File: config.mk
export PLATFORM = sky130hd
export DESIGN_NAME = bcd_rtc_to_day_tick_serial
export DESIGN_NICKNAME = d
export VERILOG_FILES = /design/src/sv/brtd_pkg.sv /design/src/sv/bcd_rtc_to_day_tick_serial.sv
export SDC_FILE = /design/constraint.sdc
export NUM_CORES = 1
export LEC_CHECK = 0
export ABC_AREA = 1
export BUFFER_PORTS_ARGS = -buffer_cell sky130_fd_sc_hd__buf_2
export CORE_ASPECT_RATIO = 1.75
export CORE_MARGIN = 5
export CORE_UTILIZATION = 55
export CTS_CLUSTER_DIAMETER = 120
export CTS_CLUSTER_SIZE = 24
export DETAILED_ROUTE_END_ITERATION = 10
export PLACE_DENSITY_LB_ADDON = 0.12
export SLEW_MARGIN = 25
export SYNTH_ARGS = -nofsm -noshare
export SYNTH_HDL_FRONTEND = slang
export SYNTH_SLANG_ARGS = --single-unit
File: constraint.sdc
create_clock -name clk -period 11.9 [get_ports clk]
set_input_delay 1.19 -clock clk [delete_from_list [all_inputs] [get_ports clk]]
set_output_delay 1.19 -clock clk [all_outputs]
set_load 0.02 [all_outputs]
File: src/sv/brtd_pkg.sv
// ----------------------------------------------------------------------------
// brtd_pkg
// Widths, constants and tables for the rtc to tick serial block
// ----------------------------------------------------------------------------
package brtd_pkg;

  localparam int IN_W  = 48;
  localparam int OUT_W = 120;

  // integer constants of the day number and tick serial formulas
  localparam logic [11:0] YEAR_BASE     = 12'd2000;
  localparam logic [12:0] YEAR_EPOCH    = 13'd6800;   // 2000 + 4800
  localparam logic [23:0] DAYS_PER_4Y   = 24'd1461;
  localparam logic [23:0] JD_BIAS       = 24'd32075;
  localparam logic [5:0]  CENTURY_CORR  = 6'd51;
  localparam logic [47:0] TICKS_PER_DAY = 48'd88473600;

  typedef struct packed {
    logic [21:0] julian_day;
    logic [17:0] tod_sec;      // hour*3600 + minute*60 + second
    logic [11:0] year_bin;
    logic [4:0]  month_bin;
    logic [5:0]  day_bin;
    logic [5:0]  hour_bin;
    logic [6:0]  minute_bin;
    logic [6:0]  second_bin;
  } brtd_fields_t;

  // floor(367 * shifted_month / 12), jan/feb counted as shifted months 11 and 12
  function automatic logic [9:0] month_offset(input logic [4:0] m);
    logic [9:0] v;
    begin
      case (m)
        5'd0:    v = 10'd305;
        5'd1:    v = 10'd336;
        5'd2:    v = 10'd367;
        5'd3:    v = 10'd30;
        5'd4:    v = 10'd61;
        5'd5:    v = 10'd91;
        5'd6:    v = 10'd122;
        5'd7:    v = 10'd152;
        5'd8:    v = 10'd183;
        5'd9:    v = 10'd214;
        5'd10:   v = 10'd244;
        5'd11:   v = 10'd275;
        5'd12:   v = 10'd305;
        5'd13:   v = 10'd336;
        5'd14:   v = 10'd367;
        5'd15:   v = 10'd397;
        5'd16:   v = 10'd428;
        5'd17:   v = 10'd458;
        5'd18:   v = 10'd489;
        5'd19:   v = 10'd519;
        5'd20:   v = 10'd550;
        5'd21:   v = 10'd581;
        5'd22:   v = 10'd611;
        5'd23:   v = 10'd642;
        5'd24:   v = 10'd672;
        5'd25:   v = 10'd703;
        default: v = 10'd0;
      endcase
      return v;
    end
  endfunction

endpackage

File: src/sv/bcd_rtc_to_day_tick_serial.sv
// ----------------------------------------------------------------------------
// bcd_rtc_to_day_tick_serial
// BCD real-time-clock snapshot to Julian day number and 1/1024 s tick serial
// ----------------------------------------------------------------------------
// Usage:
//   in_*  : one transaction carries the six BCD clock registers (sec, min,
//           hour, day, month, two-digit year) packed in in_tdata.
//   out_* : one transaction per input, carrying the tick serial, the Julian
//           day number and the six decoded binary fields.
//   Three register stages: input capture, decode and day number, then the
//   day-times-ticks multiply and final sum. An accepted transaction passes
//   them in that order to out_tvalid; one transaction per cycle is sustained
//   while out_tready stays high. The single 22x27 constant multiply in the
//   last stage sets the clock period.
//   Reset clears the stage valid bits only; no output is shown afterwards
//   until a new transaction has gone through.
//   When the receiver holds out_tready low the output holds; stages behind
//   it keep filling empty slots, and in_tready drops once all are full.
// ----------------------------------------------------------------------------
module bcd_rtc_to_day_tick_serial (
  input  logic                       clk,
  input  logic                       rst_n,
  input  logic                       in_tvalid,
  output logic                       in_tready,
  // sec_bcd[7:0], min_bcd[15:8], hour_bcd[23:16], day_bcd[31:24],
  // month_bcd[39:32], year_bcd[47:40]
  input  logic [brtd_pkg::IN_W-1:0]  in_tdata,
  output logic                       out_tvalid,
  input  logic                       out_tready,
  // tick_serial[47:0], julian_day[69:48], year_bin[81:70], month_bin[86:82],
  // day_bin[92:87], hour_bin[98:93], minute_bin[105:99], second_bin[112:106],
  // zero[119:113]
  output logic [brtd_pkg::OUT_W-1:0] out_tdata
);

  logic                       s0_vld_r;
  logic [brtd_pkg::IN_W-1:0]  s0_raw_r;
  logic                       s1_vld_r;
  brtd_pkg::brtd_fields_t     s1_fld_r;
  brtd_pkg::brtd_fields_t     s1_fld_nxt;
  logic                       out_vld_r;
  logic [brtd_pkg::OUT_W-1:0] out_data_r;
  logic [brtd_pkg::OUT_W-1:0] out_data_nxt;

  logic en0, en1, en2;

  // a stage moves when it is empty or the one after it moves
  assign en2 = !out_vld_r || out_tready;
  assign en1 = !s1_vld_r || en2;
  assign en0 = !s0_vld_r || en1;

  assign in_tready  = en0;
  assign out_tvalid = out_vld_r;
  assign out_tdata  = out_data_r;

  // decode and day number
  logic [6:0]  sec_dec, min_dec;
  logic [5:0]  hour_dec, day_dec;
  logic [4:0]  mon_dec;
  logic [7:0]  yy_dec;
  logic        early;
  logic [12:0] yx;
  logic [23:0] t1_full;
  logic [9:0]  t2;
  logic        century;
  logic [5:0]  t3;
  logic [23:0] jd_full;
  logic [17:0] tod;

  always_comb begin
    sec_dec  = {3'b0, s0_raw_r[3:0]}   + {4'b0, s0_raw_r[6:4]} * 7'd10;
    min_dec  = {3'b0, s0_raw_r[11:8]}  + {4'b0, s0_raw_r[14:12]} * 7'd10;
    hour_dec = {2'b0, s0_raw_r[19:16]} + {4'b0, s0_raw_r[21:20]} * 6'd10;
    day_dec  = {2'b0, s0_raw_r[27:24]} + {4'b0, s0_raw_r[29:28]} * 6'd10;
    mon_dec  = {1'b0, s0_raw_r[35:32]} + {4'b0, s0_raw_r[36]} * 5'd10;
    yy_dec   = {4'b0, s0_raw_r[43:40]} + {4'b0, s0_raw_r[47:44]} * 8'd10;

    // jan and feb belong to the previous year
    early   = (mon_dec <= 5'd2);
    yx      = brtd_pkg::YEAR_EPOCH + {5'b0, yy_dec} - {12'b0, early};
    t1_full = {11'b0, yx} * brtd_pkg::DAYS_PER_4Y;
    t2      = brtd_pkg::month_offset(mon_dec);
    // shifted year 2100 and up adds one to the century correction
    century = early ? (yy_dec >= 8'd101) : (yy_dec >= 8'd100);
    t3      = brtd_pkg::CENTURY_CORR + {5'b0, century};
    jd_full = {2'b0, t1_full[23:2]} + {14'b0, t2} + {18'b0, day_dec}
            - {18'b0, t3} - brtd_pkg::JD_BIAS;

    tod = {12'b0, hour_dec} * 18'd3600 + {11'b0, min_dec} * 18'd60
        + {11'b0, sec_dec};

    s1_fld_nxt.julian_day = jd_full[21:0];
    s1_fld_nxt.tod_sec    = tod;
    s1_fld_nxt.year_bin   = brtd_pkg::YEAR_BASE + {4'b0, yy_dec};
    s1_fld_nxt.month_bin  = mon_dec;
    s1_fld_nxt.day_bin    = day_dec;
    s1_fld_nxt.hour_bin   = hour_dec;
    s1_fld_nxt.minute_bin = min_dec;
    s1_fld_nxt.second_bin = sec_dec;
  end

  // tick serial
  logic [47:0] tick;

  always_comb begin
    tick = {26'b0, s1_fld_r.julian_day} * brtd_pkg::TICKS_PER_DAY
         + {20'b0, s1_fld_r.tod_sec, 10'b0};
    out_data_nxt = {7'b0, s1_fld_r.second_bin, s1_fld_r.minute_bin, s1_fld_r.hour_bin,
                    s1_fld_r.day_bin, s1_fld_r.month_bin, s1_fld_r.year_bin,
                    s1_fld_r.julian_day, tick};
  end

  always_ff @(posedge clk) begin
    if (!rst_n) begin
      s0_vld_r  <= 1'b0;
      s1_vld_r  <= 1'b0;
      out_vld_r <= 1'b0;
    end else begin
      if (en0) begin
        s0_vld_r <= in_tvalid;
      end
      if (en1) begin
        s1_vld_r <= s0_vld_r;
      end
      if (en2) begin
        out_vld_r <= s1_vld_r;
      end
    end
  end

  always_ff @(posedge clk) begin
    if (en0 && in_tvalid) begin
      s0_raw_r <= in_tdata;
    end
    if (en1 && s0_vld_r) begin
      s1_fld_r <= s1_fld_nxt;
    end
    if (en2 && s1_vld_r) begin
      out_data_r <= out_data_nxt;
    end
  end

endmodule

==> results by group <==
Setup path
  • CP Class: reg -> reg
  • FF-to-FF Start: s0_raw_r[36]$_DFFE_PP_
  • Startpoint Class: flip-flop
  • Cell mode on critical path: nand2_1
  • Top delay family on crit path: adder cells
  • CP endpoint kind: flip-flop
  • Crit-path slowest cell: fa_1
  • Crit path max fanout: 9
  • Reg2reg setup slack: about 1.9 ns
  • Worst reg2reg endpoint: out_data_nxt[67]$_DFFE_PP_
  • WP data arrival: approximately 10 ns
  • Worst EP required: roughly 12 ns
  • R2r worst-path depth: between 50 and 60
  • Worst Path Buf+Inv: 10
  • Critical Path Max Stage Delay: 0.53 ns

Detailed routing
  • DRT Pass-1 Iters: 5
  • Vias: around 15k
  • Vias per std cell: roughly 5
  • Wirelength per Cell: around 16 um
  • Post-route ant nets: 0
  • Drt first-iter violations: roughly 500
  • WL final: 45000 um
  • DR DRC count: 0

Logic synthesis
  • Ys flop type: edfxtp_1
  • Post-Syn Instances: 2247
  • Synthesized area: about 20000 um^2
  • EDFF count, synth: 219
  • FFs w/ async S/R, synth: 0%
  • Synthesis-stage register bit count: between 200 and 250
  • Post-synthesis cell type count: a little over 40
  • Yosys warnings: 0
  • Sequential area share after synthesis: 32.7%
  • Avg Inst Size Synth: about 9 um^2

Floorplan
  • Placeable Area: approximately 37000 um^2
  • Floorplan die height: about 260 um
  • Die Area: between 40000 and 50000 um^2
  • Row count: 93
  • Initial cell density of the core: 55.4%
  • I/O pin total: between 150 and 200
  • Die Width: 155 um

Finish
  • Inserted Diodes: 0
  • Layout Nets: just under 3k
  • Filler cells: between 3k and 4k
  • Most frequent cells in the layout: inv_1 (544), nand2_1 (452), ha_1 (324), edfxtp_1 (219), buf_2 (147)
  • Area Overhead vs Synth: 8.26%
  • Share of layout cells above drive strength 1: under 10%
  • Fin util: between 50% and 60%
  • Commonest non-fill, non-tap cell in the layout: inv_1

Clock tree
  • Clk buf depth: 3
  • Hold_buf cts: 0
  • Clock Pin Slew Worst Setup and Hold Paths: 0.11 ns
  • CTS tree: built
  • Post-CTS Setup Bufs: 0
  • Worst-Skew Late Latency: between 0.5 and 0.6 ns
  • Number of buffers created by CTS: 13
  • Clock Tree Root: clkbuf_16
  • Cts repair resizes: 0
  • CTS Sinks: ~220
  • H-tree lvl count: 1

Timing
  • Part of the cycle the worst path needs: roughly 84%
  • # setup viols final: 0
  • Fin crit period: approximately 10 ns
  • Tightest Pin Transition: 0.971 ns
  • Final hold violation count: 0
  • Slew Viols, Final: 0
  • Max Fclk: ~100 MHz
  • RSZ-0062 raised after global routing: false
  • Max-slew headroom: a little over a third
  • Final setup TNS: 0 ns
  • Clk_skew: roughly 0.025 ns

GRT
  • Initial antenna violation count: 0
  • GRT Overall Usage: around 22%
  • Largest net degree at the start of global routing: 67
  • First-pass GRT wire length: 73100 um
  • Vias in the first global route: ~15k
  • Total congestion overflow: 0

Hold path
  • Worst hold path depth: 0
  • Hold EP: out_tdata[91]$_DFFE_PP_
  • Hold Startpoint: out_data_nxt[91]$_DFFE_PP_
  • Min-delay worst type: reg -> reg

Outcome
  • Status: finished clean

Place
  • Placer Congestion: around 0.96
  • Port Buffers: between 100 and 150
  • DP HPWL: approximately 38000 um

Run
  • Max-cap violations: 0
[flip-flops by register name, indices dropped and copies added (netlist names)]
register      cells
s1_fld_r         18
s0_raw_r         39
out_data_nxt     62
s1_vld_r          1
out_tvalid        1
s0_vld_r          1
out_tdata       100
[layer usage]
metal | up-vias | share of wire (%) | global-route usage, %
li1 | 7405 | - | -
met1 | 6894 | 33 | 21.0
met2 | 287 | 57 | 44.6
met3 | 121 | 3.4 | 2.43
met4 | 0 | 6.5 | 12.5
met5 | - | 0 | 0
[final cells by class]
| type | instances | area [um^2] | area share, % |
|---|---|---|---|
| well taps | 475 | 594 | 2.70 |
| repair buffers | 152 | 806 | 3.66 |
| flip-flops and latches | 222 | 6640 | 30.2 |
| multi-input cells | 1471 | 11500 | 52.4 |
| clock buffers | 13 | 325 | 1.48 |
| clock inverters | 4 | 33.8 | 0.154 |
| inverters | 549 | 2060 | 9.38 |
[worst max-delay path by stage]
stage	from	end	slack (ns)	depth (start not counted)
2_1_floorplan	s0_raw_r[36]$_DFFE_PP_	out_data_nxt[66]$_DFFE_PP_	2.96	47
3_3_place_gp	s0_raw_r[36]$_DFFE_PP_	out_data_nxt[67]$_DFFE_PP_	1.97	51
3_5_place_dp	s0_raw_r[36]$_DFFE_PP_	out_data_nxt[67]$_DFFE_PP_	1.81	50
4_1_cts	s0_raw_r[36]$_DFFE_PP_	out_data_nxt[67]$_DFFE_PP_	1.79	50
5_1_grt	s0_raw_r[36]$_DFFE_PP_	out_data_nxt[67]$_DFFE_PP_	1.07	50
6_report	s0_raw_r[36]$_DFFE_PP_	out_data_nxt[67]$_DFFE_PP_	1.88	51
[synth_stat cells (5+ instances only)]
cell type  number  area (um^2)
xnor2_1        31          272
edfxtp_1      219         6580
a21o_1         11         82.6
nand3b_1        5         37.5
nor2_2          8         50.1
inv_1         545         2050
a31oi_1        14         87.6
o21ai_0        28          140
xor2_1         84          736
fa_1          118         2360
nand4_1        27          169
nor2_1        119          447
nor3_1          9         45.0
o21bai_1        8         60.1
buf_4          20          150
nand3_1        81          405
nand2_1       452         1700
o211ai_1        5         37.5
a21oi_1        85          425
ha_1          324         4050
nand2_2        12         75.1
[cells by family (layout without fill, tap and decap cells)]
kind of cell / Yosys count / in the layout / synth area share [%]
xor+xnor: 117 / 117 / 5.12
flops: 222 / 222 / 32.7
simple gates: 728 / 728 / 15.0
other cells: 1 / 17 / 0.0185
buf+inv: 570 / 718 / 10.9
fa+ha+maj: 442 / 442 / 31.6
compound gates: 167 / 167 / 4.71
[through the flow]
| step | instance area (um^2) | hold slack [ns] | instances | setup WS [ns] |
|---|---|---|---|---|
| 3_3_place_gp | 21600 | 0.401 | 2867 | 1.97 |
| 3_5_place_dp | 21600 | 0.405 | 2869 | 1.81 |
| 5_1_grt | 22000 | 0.427 | 2886 | 1.07 |
| 4_1_cts | 22000 | 0.417 | 2886 | 1.79 |
| 6_report | 22000 | 0.413 | 2886 | 1.88 |
| 2_1_floorplan | 20400 | 0.400 | 2263 | 2.96 |
Power is not shown: default switching activity piles up to over one toggle a cycle in this logic, so the estimate is an artifact.
